**config.mk**
```make
export PLATFORM = sky130hd
export DESIGN_NAME = sentence_pattern_match_counter
export DESIGN_NICKNAME = d
export VERILOG_FILES = /design/src/design/smc_pkg.sv /design/src/design/smc_window.sv /design/src/design/smc_count.sv /design/src/design/sentence_pattern_match_counter.sv
export SDC_FILE = /design/constraint.sdc
export NUM_CORES = 1
export LEC_CHECK = 0
export BUFFER_PORTS_ARGS = -buffer_cell sky130_fd_sc_hd__buf_2
export CELL_PAD_IN_SITES_DETAIL_PLACEMENT = 1
export CELL_PAD_IN_SITES_GLOBAL_PLACEMENT = 1
export CORE_MARGIN = 2
export CORE_UTILIZATION = 35
export DETAILED_ROUTE_END_ITERATION = 10
export PLACE_DENSITY = 0.62
export SYNTH_ARGS = -nofsm -noshare
export SYNTH_HDL_FRONTEND = slang
export SYNTH_SLANG_ARGS = --single-unit
```
**constraint.sdc**
```tcl
create_clock -name i_clk -period 11.2 [get_ports i_clk]
set_input_delay 1.68 -clock i_clk [delete_from_list [all_inputs] [get_ports i_clk]]
set_output_delay 1.68 -clock i_clk [all_outputs]
set_load 0.01 [all_outputs]
```
**src/design/smc_pkg.sv**
```systemverilog
// shared types, constants and helpers for the sentence pattern match counter
package smc_pkg;

    localparam int MAX_PATTERN = 16;
    localparam int LEN_W       = 5;
    localparam int IDX_W       = $clog2(MAX_PATTERN);
    localparam int PAT_W       = 8 * MAX_PATTERN;
    localparam int SENT_W      = 16;
    localparam int TOTAL_W     = 32;
    localparam int FILES_W     = 16;
    localparam int OUT_DATA_W  = 72;

    localparam logic [7:0] CH_STOP    = 8'h2E;
    localparam logic [7:0] CH_QUERY   = 8'h3F;
    localparam logic [7:0] CH_BANG    = 8'h21;
    localparam logic [7:0] CH_NEWLINE = 8'h0A;
    localparam logic [7:0] CH_NUL     = 8'h00;

    typedef enum logic {
        KIND_TEXT = 1'b0,
        KIND_EOF  = 1'b1
    } t_kind;

    typedef enum logic [1:0] {
        CFG_PAT_LO  = 2'd0,
        CFG_PAT_HI  = 2'd1,
        CFG_PAT_LEN = 2'd2
    } t_cfg_idx;

    // one input beat as it leaves the input register
    typedef struct packed {
        logic       step;
        t_kind      kind;
        logic [7:0] data;
    } t_beat;

    // one result as it enters the output register
    typedef struct packed {
        logic               valid;
        logic [SENT_W-1:0]  sentence_matches;
        logic               sentence_hit;
        logic [TOTAL_W-1:0] total_matches;
        logic               file_done;
        logic               file_hit;
        logic [FILES_W-1:0] files_with_hits;
    } t_result;

    function automatic logic is_delim(input logic [7:0] b);
        is_delim = (b == CH_STOP) || (b == CH_QUERY) || (b == CH_BANG) || (b == CH_NEWLINE);
    endfunction

    // clamp the programmed length into 1..MAX_PATTERN
    function automatic logic [LEN_W-1:0] used_len(input logic [LEN_W-1:0] len);
        logic [LEN_W-1:0] n;
        n = len;
        if (n == '0) n = LEN_W'(1);
        if (n > LEN_W'(MAX_PATTERN)) n = LEN_W'(MAX_PATTERN);
        used_len = n;
    endfunction

endpackage

```
**src/design/smc_window.sv**
```systemverilog
// byte window of the current sentence and the parallel pattern compare
module smc_window (
    input  logic                      i_clk,
    input  logic                      i_rst_n,
    input  smc_pkg::t_beat            i_beat,
    input  logic [smc_pkg::PAT_W-1:0] i_pattern,
    input  logic [smc_pkg::LEN_W-1:0] i_pat_len,
    output logic                      o_match
);
    import smc_pkg::*;

    logic [7:0]       r_win [MAX_PATTERN];
    logic [LEN_W-1:0] r_fill;
    logic             r_nul;

    logic [7:0]       n_win [MAX_PATTERN];
    logic [LEN_W-1:0] n_fill;
    logic [LEN_W-1:0] len_n;
    logic             is_text;
    logic             push;
    logic [MAX_PATTERN-1:0] eq;
    logic [LEN_W-1:0] pos [MAX_PATTERN];

    // classify the beat
    assign is_text = (i_beat.kind == KIND_TEXT) && !is_delim(i_beat.data);
    assign push    = is_text && !r_nul && (i_beat.data != CH_NUL);
    assign len_n   = used_len(i_pat_len);

    // window after the shift
    always_comb begin
        n_win[0] = i_beat.data;
        for (int j = 1; j < MAX_PATTERN; j++) begin
            n_win[j] = r_win[j-1];
        end
        n_fill = (r_fill < LEN_W'(MAX_PATTERN)) ? r_fill + LEN_W'(1) : r_fill;
    end

    // pattern byte k lines up with window slot n-1-k
    always_comb begin
        for (int k = 0; k < MAX_PATTERN; k++) begin
            pos[k] = len_n - LEN_W'(1) - LEN_W'(k);
            eq[k]  = (LEN_W'(k) >= len_n) ||
                     (n_win[pos[k][IDX_W-1:0]] == i_pattern[8*k +: 8]);
        end
    end

    assign o_match = i_beat.step && push && (n_fill >= len_n) && (&eq);

    // window bytes hold no reset, the fill count gates them
    always_ff @(posedge i_clk) begin
        if (i_beat.step && push) begin
            for (int j = 0; j < MAX_PATTERN; j++) begin
                r_win[j] <= n_win[j];
            end
        end
    end

    // fill count and nul flag
    always_ff @(posedge i_clk) begin
        if (!i_rst_n) begin
            r_fill <= '0;
            r_nul  <= 1'b0;
        end else if (i_beat.step) begin
            if (!is_text) begin
                r_fill <= '0;
                r_nul  <= 1'b0;
            end else begin
                if (i_beat.data == CH_NUL) r_nul <= 1'b1;
                if (push) r_fill <= n_fill;
            end
        end
    end

endmodule

```
**src/design/smc_count.sv**
```systemverilog
// sentence, file and running totals, and result assembly
module smc_count (
    input  logic             i_clk,
    input  logic             i_rst_n,
    input  smc_pkg::t_beat   i_beat,
    input  logic             i_match,
    output smc_pkg::t_result o_result
);
    import smc_pkg::*;

    logic [SENT_W-1:0]  r_sent;
    logic [TOTAL_W-1:0] r_total;
    logic [FILES_W-1:0] r_files;
    logic               r_file_matched;

    logic [FILES_W-1:0] n_files;
    logic               close;
    logic               is_eof;
    logic               hit;
    logic               fhit;

    assign is_eof = (i_beat.kind == KIND_EOF);
    assign close  = i_beat.step && (is_eof || is_delim(i_beat.data));
    assign hit    = (r_sent != '0);
    assign fhit   = is_eof && (r_file_matched || hit);

    // file total after this beat
    always_comb begin
        n_files = r_files;
        if (fhit && (r_files != '1)) n_files = r_files + FILES_W'(1);
    end

    // result of a closing beat
    always_comb begin
        o_result.valid            = close;
        o_result.sentence_matches = r_sent;
        o_result.sentence_hit     = hit;
        o_result.total_matches    = r_total;
        o_result.file_done        = is_eof;
        o_result.file_hit         = fhit;
        o_result.files_with_hits  = n_files;
    end

    // counters
    always_ff @(posedge i_clk) begin
        if (!i_rst_n) begin
            r_sent         <= '0;
            r_total        <= '0;
            r_files        <= '0;
            r_file_matched <= 1'b0;
        end else if (close) begin
            r_sent  <= '0;
            r_files <= n_files;
            if (is_eof) r_file_matched <= 1'b0;
            else if (hit) r_file_matched <= 1'b1;
        end else if (i_match) begin
            if (r_sent != '1) r_sent <= r_sent + SENT_W'(1);
            if (r_total != '1) r_total <= r_total + TOTAL_W'(1);
        end
    end

endmodule

```
**src/design/sentence_pattern_match_counter.sv**
```systemverilog
// top level: input register, window compare, counters and output register
// a closing beat passes from the input register into the output register, and waits while that is full
// throughput: one beat per cycle while the output register can take results, set by the 16-byte window compare
// a text byte that does not close a sentence produces no output beat
// reset (synchronous, active low) clears counters, window fill, pattern to zero, length to one
module sentence_pattern_match_counter (
    input  logic                           i_clk,
    input  logic                           i_rst_n,
    input  logic                           i_s_tvalid,
    output logic                           o_s_tready,
    input  logic [7:0]                     i_s_tdata,  // data_byte[7:0]
    input  logic                           i_s_tuser,  // kind[0]
    output logic                           o_m_tvalid,
    input  logic                           i_m_tready,
    // sentence_matches[15:0], sentence_hit[16], total_matches[48:17],
    // file_hit[49], files_with_hits[65:50], zero pad[71:66]
    output logic [smc_pkg::OUT_DATA_W-1:0] o_m_tdata,
    output logic                           o_m_tuser,  // file_done[0]
    input  logic                           i_cfg_valid,
    output logic                           o_cfg_ready,
    input  logic [1:0]                     i_cfg_index,
    input  logic [63:0]                    i_cfg_data
);
    import smc_pkg::*;

    logic [63:0]      r_pat_lo;
    logic [63:0]      r_pat_hi;
    logic [LEN_W-1:0] r_pat_len;

    logic             r_in_valid;
    t_kind            r_in_kind;
    logic [7:0]       r_in_data;

    logic             r_out_valid;
    t_result          r_out;

    t_beat            beat;
    t_result          res;
    logic             match;
    logic             out_free;
    logic             advance;
    logic             in_close;

    // configuration registers
    assign o_cfg_ready = 1'b1;
    always_ff @(posedge i_clk) begin
        if (!i_rst_n) begin
            r_pat_lo  <= '0;
            r_pat_hi  <= '0;
            r_pat_len <= LEN_W'(1);
        end else if (i_cfg_valid) begin
            case (t_cfg_idx'(i_cfg_index))
                CFG_PAT_LO:  r_pat_lo  <= i_cfg_data;
                CFG_PAT_HI:  r_pat_hi  <= i_cfg_data;
                CFG_PAT_LEN: r_pat_len <= i_cfg_data[LEN_W-1:0];
                default: ;
            endcase
        end
    end

    // pipeline flow control
    assign out_free   = !r_out_valid || i_m_tready;
    assign in_close   = (r_in_kind == KIND_EOF) || is_delim(r_in_data);
    assign advance    = r_in_valid && (!in_close || out_free);
    assign o_s_tready = !r_in_valid || advance;

    // input register
    always_ff @(posedge i_clk) begin
        if (!i_rst_n) begin
            r_in_valid <= 1'b0;
        end else if (o_s_tready) begin
            r_in_valid <= i_s_tvalid;
        end
    end

    always_ff @(posedge i_clk) begin
        if (o_s_tready && i_s_tvalid) begin
            r_in_kind <= t_kind'(i_s_tuser);
            r_in_data <= i_s_tdata;
        end
    end

    assign beat.step = advance;
    assign beat.kind = r_in_kind;
    assign beat.data = r_in_data;

    smc_window u_window (
        .i_clk     (i_clk),
        .i_rst_n   (i_rst_n),
        .i_beat    (beat),
        .i_pattern ({r_pat_hi, r_pat_lo}),
        .i_pat_len (r_pat_len),
        .o_match   (match)
    );

    smc_count u_count (
        .i_clk    (i_clk),
        .i_rst_n  (i_rst_n),
        .i_beat   (beat),
        .i_match  (match),
        .o_result (res)
    );

    // output register
    always_ff @(posedge i_clk) begin
        if (!i_rst_n) begin
            r_out_valid <= 1'b0;
        end else if (out_free) begin
            r_out_valid <= res.valid;
        end
    end

    always_ff @(posedge i_clk) begin
        if (out_free && res.valid) r_out <= res;
    end

    assign o_m_tvalid = r_out_valid;
    assign o_m_tuser  = r_out.file_done;
    assign o_m_tdata  = {6'b0, r_out.files_with_hits, r_out.file_hit, r_out.total_matches,
                         r_out.sentence_hit, r_out.sentence_matches};

    // a closing beat never overwrites a result that is still waiting
    a_no_overwrite: assert property (@(posedge i_clk) disable iff (!i_rst_n)
        !(res.valid && r_out_valid && !i_m_tready))
        else $error("result register overwritten");

    // an accepted beat is held in the input register on the next cycle
    a_in_loaded: assert property (@(posedge i_clk) disable iff (!i_rst_n)
        (i_s_tvalid && o_s_tready) |=> r_in_valid)
        else $error("accepted beat lost");

    // the sentence hit flag agrees with the sentence count
    a_hit_flag: assert property (@(posedge i_clk) disable iff (!i_rst_n)
        o_m_tvalid |-> (o_m_tdata[16] == (o_m_tdata[15:0] != '0)))
        else $error("sentence hit flag mismatch");

    // a file hit is only reported when the file closes
    a_file_hit: assert property (@(posedge i_clk) disable iff (!i_rst_n)
        (o_m_tvalid && !o_m_tuser) |-> !o_m_tdata[49])
        else $error("file hit without file close");

endmodule

```
# After elaboration in Yosys (flattened, before gate mapping)
# Memory sizes are Yosys's and may differ from the RTL's.
# Cells that the tools add are included.
[totals]
regBits = 282
latch_bits = 0
ram_bits = 128
rom_bits = 0
inputBits = 80
output_inout_bits = 76
wordCells = 238
mem_count = 1
[mem_list]
columns = ["name", "depth", "word_bits", "rd", "rd_ports_with_merged_regs", "write_ports", "line_no", "text"]
rows = [
  ["u_window.r_win", 16, 8, 15, 0, 16, "smc_window.sv:12", "logic [7:0] r_win [MAX_PATTERN];"],
]
[classes]
add_sub_neg = 20
n_mul = 0
n_div = 0
order_cmp = 35
eq_ne = 27
n_shift = 0
mux = 60
bitwise = 19
n_reduce_logical = 57
[op_table]
columns = ["cell", "count"]
rows = [
  ["8-bit binary-select mux with 4-bit select", 16],
  ["8-bit two-way mux", 32],
  ["8-bit == test", 16],
  ["5-bit greater-or-equal comparator (second input constant)", 16],
  ["4-bit NOT with 5-bit output", 16],
  ["4-bit by 5-bit greater-or-equal comparator with 1-bit output (first input constant)", 8],
  ["16-bit by 1-bit adder with 16-bit output (second input constant)", 2],
  ["32-bit by 1-bit adder with 32-bit output (second input constant)", 1],
  ["16-bit inequality test (second input constant)", 2],
  ["32-bit inequality test (second input constant)", 1],
  ["4-bit subtractor (second input constant)", 8],
  ["5-bit two-way mux", 5],
  ["8-bit by 6-bit == test with 1-bit output (second input constant)", 3],
  ["1-bit logical OR", 24],
  ["3-bit by 5-bit greater-or-equal comparator with 1-bit output (first input constant)", 4],
  ["16-bit two-way mux", 1],
  ["16-bit AND reduction", 1],
  ["16-bit nonzero test", 1],
  ["4-bit by 3-bit subtractor with 4-bit output (second input constant)", 4],
  ["2-bit AND reduction", 7],
  ["1-bit logical AND", 12],
  ["1-bit by 5-bit greater-or-equal comparator with 1-bit output (first input constant)", 2],
  ["2-bit by 5-bit greater-or-equal comparator with 1-bit output (first input constant)", 2],
  ["8-bit by 4-bit == test with 1-bit output (second input constant)", 1],
  ["other kinds (19)", 33],
]

# Depth between registers and ports, before layout
[logic_depth]
ltp_word = 15
mapped_depth = 27
depth_no_buf = 16

# Hierarchy
# A second synthesis with hierarchy kept.
[unflattened]
hier_cells = 2388
hier_area_um2 = 24330.8
[by_module_without_submodules]
columns = ["module", "n_inst", "cells_per_inst", "area_each_um2", "seq_area_each_um2"]
rows = [
  ["smc_window", 1, 1262, 13222.7, 3723.6],
  ["sentence_pattern_match_counter", 1, 679, 7393.3, 4984.8],
  ["smc_count", 1, 447, 3714.8, 1301.2],
]

# Worst setup path before layout
# No wires, ideal clock.
[synth_timing]
path_kind = "flip-flop to flip-flop"
startpoint = "register r_pat_len[1]"
endpoint = "register u_count.r_sent[15]"
setup_ps = 128
arrival_time_ps = 5061
required_time_ps = 11072
slack_ps = 6012
path_stages_with_launch = 22
n_path_buf = 7
synth_period_minus_slack_ps = 5188
cell_sequence = "dfxtp_1 > buf_6 > nor4_4 > nor2_8 > buf_6 > buf_6 > ha_1 > buf_4 > buf_2 > clkbuf_1 > mux2_2 > mux2_2 > a222oi_1 > o21a_1 > xnor2_1 > nor4_2 > a22oi_1 > or4_1 > buf_6 > or4_1 > xor2_1 > nor2_1"
[synth_between]
elab_chain_len = 15
elab_cells_between_ends = 137
cone_classes = "add/sub: 16; order compare: 18; eq/ne: 16; mux: 50; bitwise: 16; reduce/logical: 21"
[synth_lines]
columns = ["item", "line_no", "text"]
rows = [
  ["start: declaration", "sentence_pattern_match_counter.sv:28", "logic [LEN_W-1:0] r_pat_len;"],
  ["start signal: assignment", "sentence_pattern_match_counter.sv:55", "CFG_PAT_LEN: r_pat_len <= i_cfg_data[LEN_W-1:0];"],
  ["5-bit logical NOT", "smc_pkg.sv:56", "if (n == '0) n = LEN_W'(1);"],
  ["5-bit two-way mux *", "smc_pkg.sv:56", ""],
  ["5-bit greater-than comparator", "smc_pkg.sv:57", "if (n > LEN_W'(MAX_PATTERN)) n = LEN_W'(MAX_PATTERN);"],
  ["5-bit two-way mux *", "smc_pkg.sv:57", ""],
  ["4-bit by 1-bit subtractor with 4-bit output", "smc_window.sv:41", "pos[k] = len_n - LEN_W'(1) - LEN_W'(k);"],
  ["4-bit by 1-bit subtractor with 4-bit output (tied with other cells)", "smc_window.sv:41", ""],
  ["4-bit NOT with 5-bit output (implied by the code)", "smc_window.sv:43", "(n_win[pos[k][IDX_W-1:0]] == i_pattern[8*k +: 8]);"],
  ["8-bit binary-select mux with 4-bit select", "smc_window.sv:43", ""],
  ["8-bit two-way mux (implied by the code) (2 in a row)", "smc_window.sv:43", ""],
  ["8-bit == test", "smc_window.sv:43", ""],
  ["1-bit logical OR", "smc_window.sv:42", "eq[k] = (LEN_W'(k) >= len_n) ||"],
  ["16-bit AND reduction", "smc_window.sv:47", "assign o_match = i_beat.step && push && (n_fill >= len_n) && (&eq);"],
  ["1-bit logical AND *", "smc_window.sv:47", ""],
  ["2-bit AND reduction (no line) *", "-", ""],
  ["end signal: assignment", "smc_count.sv:57", "if (r_sent != '1) r_sent <= r_sent + SENT_W'(1);"],
  ["end: declaration", "smc_count.sv:11", "logic [SENT_W-1:0] r_sent;"],
]
# Mark *: on every way between the ends. The rest lies on a longest branch, timed or not. The select of a mux whose other input is x is not followed.
# A chain may end at the register's enable or synchronous reset.

# Worst setup path in the final report
[layout_timing]
startpoint = "register r_pat_len[0]"
endpoint = "register u_count.r_total[14]"
[layout_between]
elab_chain_len = 15
elab_cells_between_ends = 137
cone_classes = "add/sub: 16; order compare: 18; eq/ne: 16; mux: 50; bitwise: 16; reduce/logical: 21"
[layout_lines]
columns = ["item", "line_no", "text"]
rows = [
  ["5-bit logical NOT", "smc_pkg.sv:56", ""],
  ["5-bit two-way mux *", "smc_pkg.sv:56", ""],
  ["5-bit greater-than comparator", "smc_pkg.sv:57", ""],
  ["5-bit two-way mux *", "smc_pkg.sv:57", ""],
  ["4-bit by 1-bit subtractor with 4-bit output", "smc_window.sv:41", ""],
  ["4-bit by 1-bit subtractor with 4-bit output (tied with other cells)", "smc_window.sv:41", ""],
  ["4-bit NOT with 5-bit output (implied by the code)", "smc_window.sv:43", ""],
  ["8-bit binary-select mux with 4-bit select", "smc_window.sv:43", ""],
  ["8-bit two-way mux (implied by the code) (2 in a row)", "smc_window.sv:43", ""],
  ["8-bit == test", "smc_window.sv:43", ""],
  ["1-bit logical OR", "smc_window.sv:42", ""],
  ["16-bit AND reduction", "smc_window.sv:47", ""],
  ["1-bit logical AND *", "smc_window.sv:47", ""],
  ["3-bit AND reduction (no line) *", "-", ""],
  ["end signal: assignment", "smc_count.sv:58", "if (r_total != '1) r_total <= r_total + TOTAL_W'(1);"],
  ["end: declaration", "smc_count.sv:12", "logic [TOTAL_W-1:0] r_total;"],
]
# Marks and branches as above.

==> impl_metrics.toml <==
[outcome]
status = "finished, final reports clean"

[layout]
nets = 2966
area_delta_synth_final_pct = 11.5
drive_gt1_share_pct = 15.0
stdcell_area_um2 = 28400

[power_and_ir_drop]
switching_share_pct = 30.1
p_per_area_nw_per_um2 = 137
vdd_drop_max_v = 0.000111
p_leak_nw = 10.5
share_clk_of_total_power_pct = 41.6
pwr-share-comb_pct = 16.5
switchingPower_mw = 1.17
internal-power_mw = 2.71
power_frac_seq_pct = 41.9

[clock_tree]
cts_hold_buf = 0
postCtsResizedCells = 0
clk_latency_ns = 0.63
cts-buffers-inserted = 49
clk_pin_slew_ns = 0.06
clock_path_buffers = 3
htree_num_levels = 2
cts_root_buffer = "clkbuf_16"
post_cts_buffers = 0
cts_tree = "built"
clock_sinks = 402

[sta]
setup_viol = 0
timing.slew.headroom_pct = 12.2
rsz0062_at_grt = "no"
min_period_over_period_pct = 72.2
tns_ns = 0
worstMarginPinSlew_ns = 1.32
slew_viol_final = 0
max_freq_ghz = 0.124
finClkSkew_ns = 0.0407
finalHoldViolCount = 0
timing.final.crit_period_ns = 8.09

[synthesis]
ys_seq_area_share_pct = 39.4
synthFlopType = "dfxtp_1"
synth_warnings = 0
async_flop_share_pct = 0
synthCells = 2843
netlist-cell-type-count = 108
syn_area_um2 = 25400
synth-edff-count = 196
avgSynthCellArea_um2 = 8.95
synth_seq_cells = 402

[detailed_routing]
finalWirelength_um = 108000
first_pass_iters = 7
wl_per_cell_um = 28.1
ant_nets = 0
drcViolationCount = 0
first_iter_violations = 2239
vias_per_cell = 6.19
route.vias.total = 23900

[setup_path]
end_kind = "flop"
max_stage_delay_ns = 0.85
path_class = "flop to flop"
crit_required_ns = 11.75
worstPathCellList = "nor2b_4 > buf_4 > nor2_8 > ha_4 > buf_12 > o211ai_1 > nand3_1 > o22ai_1 > or4_1 > a2111oi_0 > a31oi_1 > a2111oi_4 > nand3_1 > or4_1 > a21oi_1"
cp.arrival_ns = 8.64
path_max_fanout = 197
cp_slowest_cell = "dfxtp_4"
setup.worst_path.start_class = "flop"

[die]
die_area_um2 = 74800
start_util_pct = 35.5
coreArea_um2 = 71700
rows = 98
io_pins = 156
die_w_um = 274
die_h_um = 274

[global_route]
grt_max_degree = 198
grt_use_total_pct = 28.3
grt_pass1_vias = 23500
grt_pass1_wl_um = 159000
grt_overflow = 0
antenna_found_initial = 4

[hold_path]
worstHoldPathType = "flop to flop"

[flow_run]
drv_cap = 0

[place]
place_area_um2 = 26700
io_buffers = 148
dp_hpwl_um = 80100
gp_congestion = 1.02
-- cell families after synthesis --
family | share of synthesized area [%]
AOI/OAI and AO/OA | 22.4
xor gates and xnor gates | 3.06
and+or+nand+nor | 20.4
DFF | 39.4
adders and majority gates | 0.541
buffers and inverters | 4.99
muxes | 9.18
other | 0.0295
-- cells in the mapped netlist, types with 17 or more instances --
cell type	n	share of area, %
nand2b_1	102	2.5
a22oi_1	49	1.4
a221oi_1	32	1.1
a32o_1	23	0.91
clkbuf_1	106	1.6
nand3_1	108	2.1
or4_1	17	0.50
inv_1	50	0.74
a21oi_1	239	4.7
xnor2_1	50	1.7
buf_4	20	0.59
edfxtp_1	196	23
nor2_1	124	1.8
a211oi_1	62	1.8
nand2_1	438	6.5
or3_1	24	0.59
o22ai_1	35	0.86
mux4_2	22	1.9
o211ai_1	22	0.65
and3_1	57	1.4
mux2_2	69	3.1
o21ai_0	117	2.3
mux2i_1	104	4.1
o32ai_1	19	0.65
nand4_1	31	0.76
nor3_1	32	0.63
dfxtp_1	206	16
o22a_1	17	0.59
xor2_1	39	1.3
buf_2	61	1.2
-- layer usage --
layer / vias up / global-route usage [%] / routed length, um
met1: 12000 / 36.7 / 45500
met5: - / 0 / 57
li1: 10700 / - / -
met3: 196 / 5.69 / 8030
met4: 8 / 12.1 / 4860
met2: 931 / 45.7 / 50000
-- path summary, 6_finish.rpt --
| path | from | end | slack, ns | cells after the start |
|---|---|---|---|---|
| hold / removal | r_pat_hi[45] | r_pat_hi[45] | 0.46 | 2 |
| setup reg to reg | r_pat_len[0] | u_count.r_total[14] | 3.11 | 15 |
| hold reg to reg | r_pat_hi[45] | r_pat_hi[45] | 0.46 | 2 |
| setup / recovery | r_pat_len[0] | u_count.r_total[14] | 3.11 | 15 |
-- stage by stage --
stage / setup WS (ns) / total power, mW / std cells / util (%) / hold WS (ns)
after floorplan: 6.01 / 2.06 / 2848 / - / 0.424
after global placement: 3.53 / 2.27 / 3774 / 37.3 / 0.446
after detailed placement: 3.38 / 2.29 / 3774 / 37.3 / 0.453
after CTS: 3.38 / 3.91 / 3866 / 39.5 / 0.462
after global routing: 2.91 / 4.02 / 3866 / 39.5 / 0.473
final: 3.11 / 3.88 / 3867 / 39.5 / 0.464
-- critical path: cells and delay by family (launching register included) --
family	cells	cell delay [ns]
AND/OR/NAND/NOR	6	3.00
AO/OA/AOI/OAI	6	2.22
flip-flops	1	0.85
buffers and inverters	2	1.04
adder cells (fa/ha/maj)	1	0.47
-- flip-flops by register name, indices dropped and copies added, names as in the netlist --
signal,cells
o_m_tdata,66
o_m_tuser,1
o_m_tvalid,1
r_in_data,8
r_in_kind,1
r_in_valid,1
r_pat_hi,64
r_pat_len,5
r_pat_lo,64
u_count.r_file_matched,1
u_count.r_files,16
u_count.r_sent,16
u_count.r_total,32
u_window.r_fill,5
u_window.r_nul,1
u_window.r_win,120
-- cell type report --
type	instances	area [um2]
Fill cell	8312	43400
Clock buffer	59	1270
Tap cell	950	1190
Clock inverter	33	349
Timing Repair Buffer	192	1080
Antenna cell	1	2.50
Inverter	57	223
Sequential cell	402	10000
Multi-Input combinational cell	2173	14200
-- power groups by stage --
| stage | clock network (mW) | registers, mW | logic (mW) |
|---|---|---|---|
| 2_1_floorplan | 0 | 1.63 | 0.429 |
| 3_3_place_gp | 0 | 1.66 | 0.617 |
| 3_5_place_dp | 0 | 1.66 | 0.628 |
| 4_1_cts | 1.65 | 1.63 | 0.631 |
| 5_1_grt | 1.71 | 1.63 | 0.684 |
| 6_report | 1.62 | 1.63 | 0.639 |
-- layout by cell type, fill, tap and decap left out, types with 14 or more instances in the layout --
cell	count
nand2_1	438
a21oi_1	238
dfxtp_1	204
edfxtp_1	196
buf_2	148
nor2_1	123
o21ai_0	117
nand3_1	108
mux2i_1	104
nand2b_1	101
mux2_2	69
a211oi_1	62
and3_1	57
xnor2_1	50
a22oi_1	49
clkbuf_16	49
inv_1	48
buf_4	43
xor2_1	39
o22ai_1	35
nor3_1	32
a221oi_1	32
nand4_1	31
or3_1	24
a32o_1	23
o211ai_1	22
mux4_2	22
o32ai_1	19
o22a_1	17
clkinv_2	16
o221ai_1	16
or4_1	16
nor4_1	15
a22o_1	14
a222oi_1	14
o21a_1	14
a211o_1	14
No activity file was read; power rests on OpenSTA's default activity.
